--- config.mk ---
export PLATFORM = sky130hd
export DESIGN_NAME = next_lexicographic_permutation_core
export DESIGN_NICKNAME = d
export VERILOG_FILES = /design/src/nlp_pkg.sv /design/src/nlp_datapath.sv /design/src/nlp_ctrl.sv /design/src/next_lexicographic_permutation_core.sv
export SDC_FILE = /design/constraint.sdc
export NUM_CORES = 1
export LEC_CHECK = 0
export CORE_AREA = 2 2 269 138
export CTS_BUF_LIST = sky130_fd_sc_hd__clkbuf_8
export CTS_CLUSTER_DIAMETER = 200
export DETAILED_ROUTE_END_ITERATION = 8
export DIE_AREA = 0 0 271 140
export DONT_BUFFER_PORTS = 1
export SKIP_CTS_REPAIR_TIMING = 1
export SLEW_MARGIN = 5
export SYNTH_ARGS = -nofsm -noshare
export SYNTH_HDL_FRONTEND = slang
export SYNTH_SLANG_ARGS = --single-unit
--- constraint.sdc ---
create_clock -name clk_i -period 8.1 [get_ports clk_i]
set_input_delay 1.62 -clock clk_i [delete_from_list [all_inputs] [get_ports clk_i]]
set_output_delay 1.62 -clock clk_i [all_outputs]
set_load 0.05 [all_outputs]
--- src/nlp_pkg.sv ---
package nlp_pkg;

  // word store depth and derived index widths
  localparam int unsigned MAX_LEN = 32;
  localparam int unsigned IDX_W   = $clog2(MAX_LEN);
  localparam int unsigned LEN_W   = $clog2(MAX_LEN + 1);
  localparam int unsigned CHAR_W  = 8;

  // commands from the controller to the datapath
  typedef struct packed {
    logic load;      // store the incoming character, bump the length
    logic clr_len;   // run finished, start a new word
    logic piv_init;  // a = n-2, b = n-1
    logic piv_step;  // a--, b--
    logic piv_hit;   // latch pivot index and character, b = n-1
    logic suc_step;  // b--
    logic wr_i;      // store[pivot] = successor character
    logic wr_j;      // store[b] = pivot character, a = pivot+1, b = n-1
    logic rev_lo;    // store[a] = character read at b
    logic rev_hi;    // store[b] = character read at a, a++, b--
    logic out_init;  // a = 0
    logic out_char;  // load the output register with a character, a++
    logic out_none;  // load the output register with the not-found item
  } dp_cmd_t;

  // status from the datapath to the controller
  typedef struct packed {
    logic len_lt2;   // fewer than two characters stored
    logic less;      // character at a below character at b
    logic gt;        // character at b above the pivot character
    logic a_zero;    // a is the first position
    logic a_lt_b;    // a below b
    logic a_is_last; // a is the final position of the word
    logic out_free;  // output register can take a request this cycle
  } dp_sts_t;

endpackage

--- src/nlp_datapath.sv ---
module nlp_datapath (
  input  logic                       clk_i,
  input  logic                       rst_ni,
  input  nlp_pkg::dp_cmd_t           cmd_i,
  output nlp_pkg::dp_sts_t           sts_o,
  input  logic [nlp_pkg::CHAR_W-1:0] char_i,
  output logic [nlp_pkg::CHAR_W-1:0] char_o,
  output logic                       found_o,
  output logic                       last_o,
  output logic                       valid_o,
  input  logic                       ready_i
);

  localparam int unsigned IW = nlp_pkg::IDX_W;
  localparam int unsigned LW = nlp_pkg::LEN_W;
  localparam int unsigned CW = nlp_pkg::CHAR_W;

  // word store, one write port and two registered read ports
  logic [CW-1:0] mem_q [nlp_pkg::MAX_LEN];
  logic [CW-1:0] rda_q, rdb_q;

  logic [LW-1:0] len_q, len_d;
  logic [IW-1:0] a_q, a_d, b_q, b_d;
  logic [IW-1:0] piv_q, piv_d;
  logic [CW-1:0] pch_q, pch_d;

  logic [CW-1:0] och_q, och_d;
  logic          ofound_q, ofound_d, olast_q, olast_d, ovalid_q, ovalid_d;

  logic          len_full;
  logic [LW-1:0] len_m1, len_m2;

  logic          we;
  logic [IW-1:0] waddr;
  logic [CW-1:0] wdata;

  assign len_full = (len_q == LW'(nlp_pkg::MAX_LEN));
  assign len_m1   = LW'(len_q - LW'(1));
  assign len_m2   = LW'(len_q - LW'(2));

  // status toward the controller
  always_comb begin
    sts_o.len_lt2   = (len_q < LW'(2));
    sts_o.less      = (rda_q < rdb_q);
    sts_o.gt        = (rdb_q > pch_q);
    sts_o.a_zero    = (a_q == '0);
    sts_o.a_lt_b    = (a_q < b_q);
    sts_o.a_is_last = (LW'(a_q) == len_m1);
    sts_o.out_free  = !ovalid_q || ready_i;
  end

  // write port select
  always_comb begin
    we    = 1'b0;
    waddr = a_q;
    wdata = rdb_q;
    if (cmd_i.load && !len_full) begin
      we    = 1'b1;
      waddr = len_q[IW-1:0];
      wdata = char_i;
    end else if (cmd_i.wr_i) begin
      we    = 1'b1;
      waddr = piv_q;
      wdata = rdb_q;
    end else if (cmd_i.wr_j) begin
      we    = 1'b1;
      waddr = b_q;
      wdata = pch_q;
    end else if (cmd_i.rev_lo) begin
      we    = 1'b1;
      waddr = a_q;
      wdata = rdb_q;
    end else if (cmd_i.rev_hi) begin
      we    = 1'b1;
      waddr = b_q;
      wdata = rda_q;
    end
  end

  // store and read ports
  always_ff @(posedge clk_i) begin
    if (we) begin
      mem_q[waddr] <= wdata;
    end
    rda_q <= mem_q[a_q];
    rdb_q <= mem_q[b_q];
  end

  // index and pivot registers
  always_comb begin
    len_d = len_q;
    a_d   = a_q;
    b_d   = b_q;
    piv_d = piv_q;
    pch_d = pch_q;
    if (cmd_i.load && !len_full) begin
      len_d = LW'(len_q + LW'(1));
    end
    if (cmd_i.clr_len) begin
      len_d = '0;
    end
    if (cmd_i.piv_init) begin
      a_d = len_m2[IW-1:0];
      b_d = len_m1[IW-1:0];
    end
    if (cmd_i.piv_step) begin
      a_d = IW'(a_q - IW'(1));
      b_d = IW'(b_q - IW'(1));
    end
    if (cmd_i.piv_hit) begin
      piv_d = a_q;
      pch_d = rda_q;
      b_d   = len_m1[IW-1:0];
    end
    if (cmd_i.suc_step) begin
      b_d = IW'(b_q - IW'(1));
    end
    if (cmd_i.wr_j) begin
      a_d = IW'(piv_q + IW'(1));
      b_d = len_m1[IW-1:0];
    end
    if (cmd_i.rev_hi) begin
      a_d = IW'(a_q + IW'(1));
      b_d = IW'(b_q - IW'(1));
    end
    if (cmd_i.out_init) begin
      a_d = '0;
    end
    if (cmd_i.out_char) begin
      a_d = IW'(a_q + IW'(1));
    end
  end

  // output register
  always_comb begin
    och_d    = och_q;
    ofound_d = ofound_q;
    olast_d  = olast_q;
    ovalid_d = ovalid_q && !ready_i;
    if (cmd_i.out_char) begin
      och_d    = rda_q;
      ofound_d = 1'b1;
      olast_d  = sts_o.a_is_last;
      ovalid_d = 1'b1;
    end else if (cmd_i.out_none) begin
      och_d    = '0;
      ofound_d = 1'b0;
      olast_d  = 1'b1;
      ovalid_d = 1'b1;
    end
  end

  always_ff @(posedge clk_i or negedge rst_ni) begin
    if (!rst_ni) begin
      len_q    <= '0;
      ovalid_q <= 1'b0;
    end else begin
      len_q    <= len_d;
      ovalid_q <= ovalid_d;
    end
  end

  always_ff @(posedge clk_i) begin
    a_q      <= a_d;
    b_q      <= b_d;
    piv_q    <= piv_d;
    pch_q    <= pch_d;
    och_q    <= och_d;
    ofound_q <= ofound_d;
    olast_q  <= olast_d;
  end

  assign char_o  = och_q;
  assign found_o = ofound_q;
  assign last_o  = olast_q;
  assign valid_o = ovalid_q;

  // a full store keeps its length
  a_len_sat: assert property (@(posedge clk_i) disable iff (!rst_ni)
    (cmd_i.load && len_full && !cmd_i.clr_len) |=> (len_q == LW'(nlp_pkg::MAX_LEN)))
    else $error("length grew past the store depth");

  // the successor always lies right of the pivot
  a_swap_order: assert property (@(posedge clk_i) disable iff (!rst_ni)
    cmd_i.wr_i |-> (piv_q < b_q))
    else $error("successor not right of pivot");

  // reversal only swaps an ordered pair
  a_rev_order: assert property (@(posedge clk_i) disable iff (!rst_ni)
    cmd_i.rev_lo |-> (a_q < b_q))
    else $error("reversal pointers crossed");

  // the final character of a run clears the word
  a_last_clear: assert property (@(posedge clk_i) disable iff (!rst_ni)
    (cmd_i.out_char && sts_o.a_is_last) |=> (len_q == '0) && olast_q && valid_o)
    else $error("word not cleared after final character");

endmodule

--- src/nlp_ctrl.sv ---
module nlp_ctrl (
  input  logic             clk_i,
  input  logic             rst_ni,
  input  logic             in_valid_i,
  input  logic             in_last_i,
  output logic             in_ready_o,
  input  nlp_pkg::dp_sts_t sts_i,
  output nlp_pkg::dp_cmd_t cmd_o
);

  typedef enum logic [3:0] {
    S_LOAD,
    S_START,
    S_PIV_RD,
    S_PIV_CMP,
    S_SUC_RD,
    S_SUC_CMP,
    S_SWAP_I,
    S_SWAP_J,
    S_REV_RD,
    S_REV_LO,
    S_REV_HI,
    S_OUT_RD,
    S_OUT_WR,
    S_NONE
  } state_e;

  state_e state_q, state_d;

  // next state and commands
  always_comb begin
    state_d    = state_q;
    cmd_o      = '0;
    in_ready_o = 1'b0;
    unique case (state_q)
      S_LOAD: begin
        in_ready_o = 1'b1;
        if (in_valid_i) begin
          cmd_o.load = 1'b1;
          if (in_last_i) state_d = S_START;
        end
      end
      S_START: begin
        if (sts_i.len_lt2) begin
          state_d = S_NONE;
        end else begin
          cmd_o.piv_init = 1'b1;
          state_d        = S_PIV_RD;
        end
      end
      S_PIV_RD: state_d = S_PIV_CMP;
      S_PIV_CMP: begin
        if (sts_i.less) begin
          cmd_o.piv_hit = 1'b1;
          state_d       = S_SUC_RD;
        end else if (sts_i.a_zero) begin
          state_d = S_NONE;
        end else begin
          cmd_o.piv_step = 1'b1;
          state_d        = S_PIV_RD;
        end
      end
      S_SUC_RD: state_d = S_SUC_CMP;
      S_SUC_CMP: begin
        if (sts_i.gt) begin
          state_d = S_SWAP_I;
        end else begin
          cmd_o.suc_step = 1'b1;
          state_d        = S_SUC_RD;
        end
      end
      S_SWAP_I: begin
        cmd_o.wr_i = 1'b1;
        state_d    = S_SWAP_J;
      end
      S_SWAP_J: begin
        cmd_o.wr_j = 1'b1;
        state_d    = S_REV_RD;
      end
      S_REV_RD: state_d = S_REV_LO;
      S_REV_LO: begin
        if (sts_i.a_lt_b) begin
          cmd_o.rev_lo = 1'b1;
          state_d      = S_REV_HI;
        end else begin
          cmd_o.out_init = 1'b1;
          state_d        = S_OUT_RD;
        end
      end
      S_REV_HI: begin
        cmd_o.rev_hi = 1'b1;
        state_d      = S_REV_RD;
      end
      S_OUT_RD: state_d = S_OUT_WR;
      S_OUT_WR: begin
        if (sts_i.out_free) begin
          cmd_o.out_char = 1'b1;
          if (sts_i.a_is_last) begin
            cmd_o.clr_len = 1'b1;
            state_d       = S_LOAD;
          end else begin
            state_d = S_OUT_RD;
          end
        end
      end
      S_NONE: begin
        if (sts_i.out_free) begin
          cmd_o.out_none = 1'b1;
          cmd_o.clr_len  = 1'b1;
          state_d        = S_LOAD;
        end
      end
      default: state_d = S_LOAD;
    endcase
  end

  // state register
  always_ff @(posedge clk_i or negedge rst_ni) begin
    if (!rst_ni) begin
      state_q <= S_LOAD;
    end else begin
      state_q <= state_d;
    end
  end

  // a run always ends by handing over a request
  a_run_end: assert property (@(posedge clk_i) disable iff (!rst_ni)
    (state_q != S_LOAD && state_d == S_LOAD) |-> (cmd_o.out_char || cmd_o.out_none))
    else $error("run ended without a result");

  // the store write commands are mutually exclusive
  a_one_write: assert property (@(posedge clk_i) disable iff (!rst_ni)
    $countones({cmd_o.load, cmd_o.wr_i, cmd_o.wr_j, cmd_o.rev_lo, cmd_o.rev_hi}) <= 1)
    else $error("two store writes in one cycle");

endmodule

--- src/next_lexicographic_permutation_core.sv ---
// channel  | dir | tdata (low bit up)  | tuser | tlast
// s_axis   | in  | char_in[7:0]        | -     | last_in
// m_axis   | out | char_out[7:0]       | found | last_out
//
// characters load at one per cycle while in the load state; a word of n
// characters is then handled by scanning for the pivot, scanning for its
// successor, the swap, reversing the suffix pair by pair and sending each
// output character, paced by the registered reads and the single write port of the store
// after reset the block is ready to load; the store itself is not cleared
// a stalled output holds one request in its register; later requests wait for it

module next_lexicographic_permutation_core (
  input  logic       clk_i,
  input  logic       rst_ni,
  input  logic       s_axis_tvalid,
  output logic       s_axis_tready,
  input  logic [7:0] s_axis_tdata,  // char_in[7:0]
  input  logic       s_axis_tlast,
  output logic       m_axis_tvalid,
  input  logic       m_axis_tready,
  output logic [7:0] m_axis_tdata,  // char_out[7:0]
  output logic       m_axis_tuser,  // found
  output logic       m_axis_tlast
);

  nlp_pkg::dp_cmd_t cmd;
  nlp_pkg::dp_sts_t sts;

  // sequencer
  nlp_ctrl u_ctrl (
    .clk_i      (clk_i),
    .rst_ni     (rst_ni),
    .in_valid_i (s_axis_tvalid),
    .in_last_i  (s_axis_tlast),
    .in_ready_o (s_axis_tready),
    .sts_i      (sts),
    .cmd_o      (cmd)
  );

  // store, pointers and output register
  nlp_datapath u_datapath (
    .clk_i   (clk_i),
    .rst_ni  (rst_ni),
    .cmd_i   (cmd),
    .sts_o   (sts),
    .char_i  (s_axis_tdata),
    .char_o  (m_axis_tdata),
    .found_o (m_axis_tuser),
    .last_o  (m_axis_tlast),
    .valid_o (m_axis_tvalid),
    .ready_i (m_axis_tready)
  );

endmodule

==> flow_summary.yaml, run 1 <==
run_status:
  status: "finished clean"
routing:
  wire_per_inst_um: 33.20
  antenna_left: 0
  drc: 0
  drt_iter0_drc: 1779
  firstDrtPassIters: 7
  dr_total_vias: 10220
  drt-vias-per-instance: 6.636
  wl_um: 51130
global_routing:
  antenna_found_initial: 3
  grt_usage_pct: 27.45
  grt_pass1_wl_um: 73350
  grt_max_degree: 68
  grt-ovfl-total: 0
  grt_pass1_vias: 9624
yosys:
  yosys.area.top_type: "edfxtp_1"
  synth-edff-count: 288
  async_flop_share_pct: 3.481
  synth_area_mm2: 0.01583
  synth_top_area_share_pct: 54.62
  ys_types: 73
  synth_top_flop_cell: "edfxtp_1"
  synth_common_cells: "edfxtp_1, mux4_2, mux2i_1, nand2_1"
  synth_warnings: 0
  ys_ff_latch: 316
  synth_cells: 1020
  syn-num-nets: 1061
  ys_seq_area_share_pct: 58.51
  synth_area_leaders: "edfxtp_1, mux4_2, mux2i_1"
  synth.most_common_cell: "edfxtp_1"
  avgSynthCellArea_um2: 15.52
floorplanning:
  core.rowCount: 49
  start_util_pct: 44.60
  die_y_um: 140
  pin_count: 25
  die_w_um: 271
  die_area_mm2: 0.03794
  placeableCoreArea_mm2: 0.03550
power:
  power_density_mw_per_mm2: 456.2
  p_leak_nw: 5.803
  max-vdd-ir-drop_v: 0.0002497
setup_path:
  required_ps: 8270
  crit_chain: "nor4_4, o311ai_4, buf_4, o2111ai_1, nand2_1, nor3_1"
  start_kind: "flop"
  ff2ff_path_depth: 6
  cpPeakStageDelay_ps: 1260
  path_class: "flop to flop"
  path_max_fanout: 28
  crit_path_end_kind: "flop"
  worstPathArrival_ps: 4810
  critPathSlowestCell: "nor3_1"
clocking:
  clock_sinks: 316
  root_buffer: "clkbuf_8"
  worst_skew_pair.late_latency_ps: 600
  cts_htree_levels: 2
  clkTransAtPathRegs_ps: 80
  cts_tree: "built"
  clk_path_buf_depth: 3
  cts_buffers: 45
place:
  place_congestion: 0.9490
  portBuffers: 0
  post-dp-hpwl_um: 36120
timing:
  fmax_mhz: 215.5
  slew_headroom_pct: 11.57
  setup_viol: 0
  hold_viol: 0
  tightest_slew_ps: 1316
  rsz0062_at_grt: "false"
  min_period_over_period_pct: 57.28
  tns_ps: 0
  maxSlewViolCount: 0
  fin_crit_ps: 4639
  finClkSkew_ps: 36.80
final_layout:
  drive_above_1_share_pct: 22.82
  final_util_pct: 48.87
  nFillCells: 3002
  num-nets-final: 1061
  diodes: 0
  area_growth_pct: 9.578
hold_path:
  hold_class: "flop to flop"
  min_path_cells: 0
run:
  maxCapViolCount: 0
through the flow:
step	power (W)	worst slack, ps	hold slack, ps	cell area, µm²	cells
global placement	0.006368	3706	532.6	16350	1457
detailed placement	0.006376	3533	530.9	16350	1457
CTS	0.007800	3514	527.6	17340	1540
global route	0.008217	3299	544.7	17350	1540
finish	0.007915	3461	532.3	17350	1540
floorplan	0.004929	4353	435.8	15830	1020
power by group:
group | total, W | internal (W) | switching [W]
sequential | 0.00261 | 0.00235 | 0.000263
combinational | 0.00387 | 0.00134 | 0.00253
clock | 0.00143 | 0.000776 | 0.000656
total | 0.00791 | 0.00446 | 0.00345
sequential cells by signal, summed over array words and instances, names as in the netlist, 6 cells and up:
name,cells
u_datapath.rdb_q,8
u_datapath.pch_q,8
u_datapath.mem_q,256
u_datapath.char_o,8
u_datapath.len_q,6
u_datapath.rda_q,8
final cells by class:
type                       count  area [µm²]  share of cell area (%)
clock buffer                  48       660.6                   3.808
clock inverter                35       336.6                   1.940
inverter                      33       123.9                  0.7140
multi-input combinational    600        6178                   35.61
sequential                   316        9264                   53.40
tap                          484       605.6                   3.491
timing repair buffer          24       180.2                   1.039
routing by layer:
metal / routed length [µm] / up-vias / track usage [%]
met3: 9257 / 52 / 14.69
met5: 13 / - / 0
li1: - / 4177 / -
met1: 24350 / 5306 / 46.06
met2: 16940 / 683 / 29.86
met4: 562 / 2 / 3.373
cell usage in the layout (no fill, tap or decap), types with 7 or more instances in the layout:
master and count:
dfrtp_1 11, o31ai_1 8, xor2_1 13, xnor2_1 14, edfxtp_1 288, clkinv_1 10, nor2_1 37, nor2b_1 9
buf_4 24, a222oi_1 8, inv_1 42, and2_1 10, a21oi_2 8, o22ai_1 10, mux2_2 8, dfxtp_1 17
a311o_1 8, nand3_1 18, bufinv_16 7, o21ai_0 17, mux2i_1 54, mux4_2 120, clkbuf_8 48, a21oi_1 31
o221ai_1 25, ha_1 28, nor3_1 44, nand2_1 48
path summary, 6_finish.rpt:
kind,startpoint,to,slack (ps)
max reg2reg,u_ctrl.state_q[0],u_datapath.mem_q[2][1],3460
min reg2reg,u_datapath.rda_q[3],u_datapath.pch_q[3],530
min in group asynchronous,rst_ni,u_ctrl.state_q[3],710
max,u_ctrl.state_q[0],u_datapath.mem_q[2][1],3460
min,u_datapath.rda_q[3],u_datapath.pch_q[3],530
max in group asynchronous,rst_ni,u_ctrl.state_q[0],7290
worst max-delay path, delay by kind of cell, from the launching register on:
| family | cells | cell delay, ps |
|---|---|---|
| AO/OA/AOI/OAI | 2 | 380 |
| AND/OR/NAND/NOR | 3 | 2840 |
| buffers and inverters | 1 | 290 |
| flip-flops | 1 | 680 |
logic make-up after synthesis:
group	synth area share, %
compound gates	7.539
xor+xnor	1.494
fa+ha+maj	2.213
buf+inv	2.742
flops	58.51
mux	21.05
simple gates	6.449
(Power assumes the default switching activity.)
==> run 2: changes to the inputs <==
--- a/config.mk
+++ b/config.mk
@@ -5,11 +5,12 @@
 export SDC_FILE = /design/constraint.sdc
 export NUM_CORES = 1
 export LEC_CHECK = 0
-export CORE_AREA = 2 2 269 138
+export ABC_AREA = 1
+export CORE_AREA = 2 2 271 139
 export CTS_BUF_LIST = sky130_fd_sc_hd__clkbuf_8
 export CTS_CLUSTER_DIAMETER = 200
 export DETAILED_ROUTE_END_ITERATION = 8
-export DIE_AREA = 0 0 271 140
+export DIE_AREA = 0 0 273 141
 export DONT_BUFFER_PORTS = 1
 export SKIP_CTS_REPAIR_TIMING = 1
 export SLEW_MARGIN = 5
==> constraint.sdc (replaced) <==
create_clock -name clk_i -period 4.35 [get_ports clk_i]
set_input_delay 0.87 -clock clk_i [delete_from_list [all_inputs] [get_ports clk_i]]
set_output_delay 0.87 -clock clk_i [all_outputs]
set_load 0.05 [all_outputs]
==> run 2 against run 1 <==
Effect of this change: die area is 1.5% higher; critical path depth is 4 higher; first-iteration DRC count is 68% higher; routed wire length is 14% higher; maximum frequency is 21% higher; worst hold slack worse by 48 ps; power is 30% lower; global-route usage is 2.6 points higher; utilization is 0.91 points lower; worst setup slack worse by 3000 ps; final cell count is 45% higher; final area is 1.0% higher; largest power group is now sequential cells.
==> flow_summary.yaml, run 2 <==
place:
  place_inst: 2152
  post-dp-hpwl_um: 39170
  place_congestion: 0.9861
  preCtsSetupSlack_ps: 705.5
  portBuffers: 0
routing:
  dr_total_vias: 14150
  wire_per_inst_um: 26.15
  antenna_left: 0
  drt-vias-per-instance: 6.341
  drc: 0
  drt_iter0_drc: 2990
  firstDrtPassIters: 7
  wl_um: 58350
final_layout:
  largest_register_ffs: 256
  diodes: 0
  final_common_cell: "nor2_1"
  num-nets-final: 1747
  final_util_pct: 47.96
  layout_common_cells: "nor2_1, o21ai_0, edfxtp_1"
  nFillCells: 3391
  area_growth_pct: 8.794
  finalNonFillerCells: 2231
  seqCellArea_mm2: 0.009264
  drive_above_1_share_pct: 8.636
  multi_input_comb_area_mm2: 0.006122
  top_register: "u_datapath.mem_q"
floorplanning:
  pin_count: 25
  die_y_um: 141
  core.rowCount: 50
  die_area_mm2: 0.03849
  die_w_um: 273
  placeableCoreArea_mm2: 0.03654
  start_util_pct: 44.09
setup_path:
  path_buf_inv: 2
  required_ps: 4550
  cpMostUsedCell: "nand2_1"
  cp_top_family: "simple AND/OR/NAND/NOR gates"
  path_max_fanout: 24
  crit_chain: "inv_1, ha_1, nand4_1, nand2_1, inv_2, nand2_1, o21ai_2, nor2_1, nand2_1, nor2_1"
  start_kind: "flop"
  crit_path_end_kind: "flop"
  path_class: "flop to flop"
  worstPathArrival_ps: 4040
  critPathSlowestCell: "nor2_1"
  cpPeakStageDelay_ps: 730
run:
  maxCapViolCount: 0
clocking:
  cts_tree: "built"
  clk_path_buf_depth: 3
  worst_skew_pair.late_latency_ps: 600
  root_buffer: "clkbuf_8"
  cts_htree_levels: 2
  clock_sinks: 316
  cts_buffers: 45
  clkTransAtPathRegs_ps: 70
power:
  p_comb_share_pct: 0.1
  p_sw_w: 0.001171
  switching_share_pct: 21.18
  p_leak_nw: 5.447
  power_density_mw_per_mm2: 315.4
  p_int_w: 0.004356
  clkPwrFrac_pct: 40.9
  pwr-share-seq_pct: 59.0
  max-vdd-ir-drop_v: 0.0002120
timing:
  hold_viol: 0
  fin_crit_ps: 3840
  tightest_slew_ps: 1155
  fmax_mhz: 260.4
  tns_ps: 0
  rsz0062_at_grt: "false"
  maxSlewViolCount: 0
  min_period_over_period_pct: 88.27
  finClkSkew_ps: 32.97
  worst_slack_ps: 510.0
  setup_viol: 0
  slew_headroom_pct: 22.98
yosys:
  synth_top_flop_cell: "edfxtp_1"
  synth_common_cells: "nor2_1, o21ai_0, edfxtp_1, nand2_1, clkbuf_1"
  async_flop_share_pct: 3.481
  ys_ff_latch: 316
  synth_area_leaders: "edfxtp_1, o21ai_0, nor2_1"
  synth_top_area_share_pct: 53.69
  yosys.area.top_type: "edfxtp_1"
  synth-edff-count: 288
  synth_area_mm2: 0.01611
  synth.most_common_cell: "nor2_1"
  ys_types: 38
  avgSynthCellArea_um2: 9.321
  ys_seq_area_share_pct: 57.52
  synth_cells: 1728
  syn-num-nets: 1769
  synth_warnings: 0
global_routing:
  grt_pass1_wl_um: 84470
  grt_max_degree: 136
  grt-ovfl-total: 0
  antenna_found_initial: 1
  grt_usage_pct: 30.04
  grt_pass1_vias: 12560
hold_path:
  hold_class: "flop to flop"
run_status:
  status: "finished clean"
run 2: changes by cell type in the layout (fill, tap and decap cells not counted), sizes merged, moves of 10 or more:
cell    delta
inv       +45
nor3      -36
o22ai     +85
nor2     +355
and2      -10
nand3     +22
xnor2     -11
o221ai    +23
mux2i     -52
o21ai    +331
nand2    +130
mux4     -120
a21oi     -10
buf       +25
run 2: metrics by stage:
stage | cell area, µm² | hold WS (ps) | power (W)
after detailed placement | 16690 | 475.8 | 0.003328
after global placement | 16690 | 449.6 | 0.003328
after floorplan | 16110 | 430.5 | 0.003328
after global routing | 17520 | 504.3 | 0.005679
after CTS | 17510 | -56.66 | 0.005539
final | 17520 | 483.8 | 0.005527
run 2: worst register-to-register path: cells and delay by family (launching register included):
family,cells,cell delay (ps)
and+or+nand+nor,6,2050
DFF,1,470
adders and majority gates,1,250
AOI/OAI and AO/OA,1,100
buffers and inverters,2,590
run 2: cell type report:
type | count | area share [%]
multi-input combinational | 1216 | 34.94
clock buffer | 49 | 3.849
timing repair buffer | 50 | 2.299
inverter | 77 | 1.671
clock inverter | 29 | 0.8497
tap | 494 | 3.527
sequential | 316 | 52.87
run 2: final timing paths:
path,start,endpoint,slack [ps],depth (start not counted)
min reg2reg,u_datapath.rda_q[0],u_datapath.pch_q[0],480,0
min in group asynchronous,rst_ni,u_ctrl.state_q[1],740,1
max in group asynchronous,rst_ni,u_datapath.valid_o,3160,1
min,u_datapath.rda_q[0],u_datapath.pch_q[0],480,0
max,u_datapath.len_q[1],u_datapath.mem_q[16][1],510,10
max reg2reg,u_datapath.len_q[1],u_datapath.mem_q[16][1],510,10
run 2: metal layers:
metal  track usage (%)  vias up  routed length [µm]
li1                  -     6124                   -
met1             48.53     6824               26300
met2             35.85     1121               20670
met3             13.51       78               10650
met4             4.544        0                 720
met5                 0        -                   0
run 2: power groups by stage:
stage / clock network, W / registers [W] / logic (W)
3_5_place_dp: 0 / 0.00333 / 0.000000422
5_1_grt: 0.00242 / 0.00326 / 0.00000400
4_1_cts: 0.00228 / 0.00326 / 0.000000422
6_report: 0.00226 / 0.00326 / 0.00000364
2_1_floorplan: 0 / 0.00333 / 0.000000379
3_3_place_gp: 0 / 0.00333 / 0.000000492
run 2: logic make-up after synthesis:
group,after synthesis,share of synthesized area [%]
and+or+nand+nor,630,15.58
AOI/OAI and AO/OA,539,18.96
DFF,316,57.52
buffers and inverters,196,4.723
adders and majority gates,28,2.175
xor gates and xnor gates,17,0.9245
muxes,2,0.1243
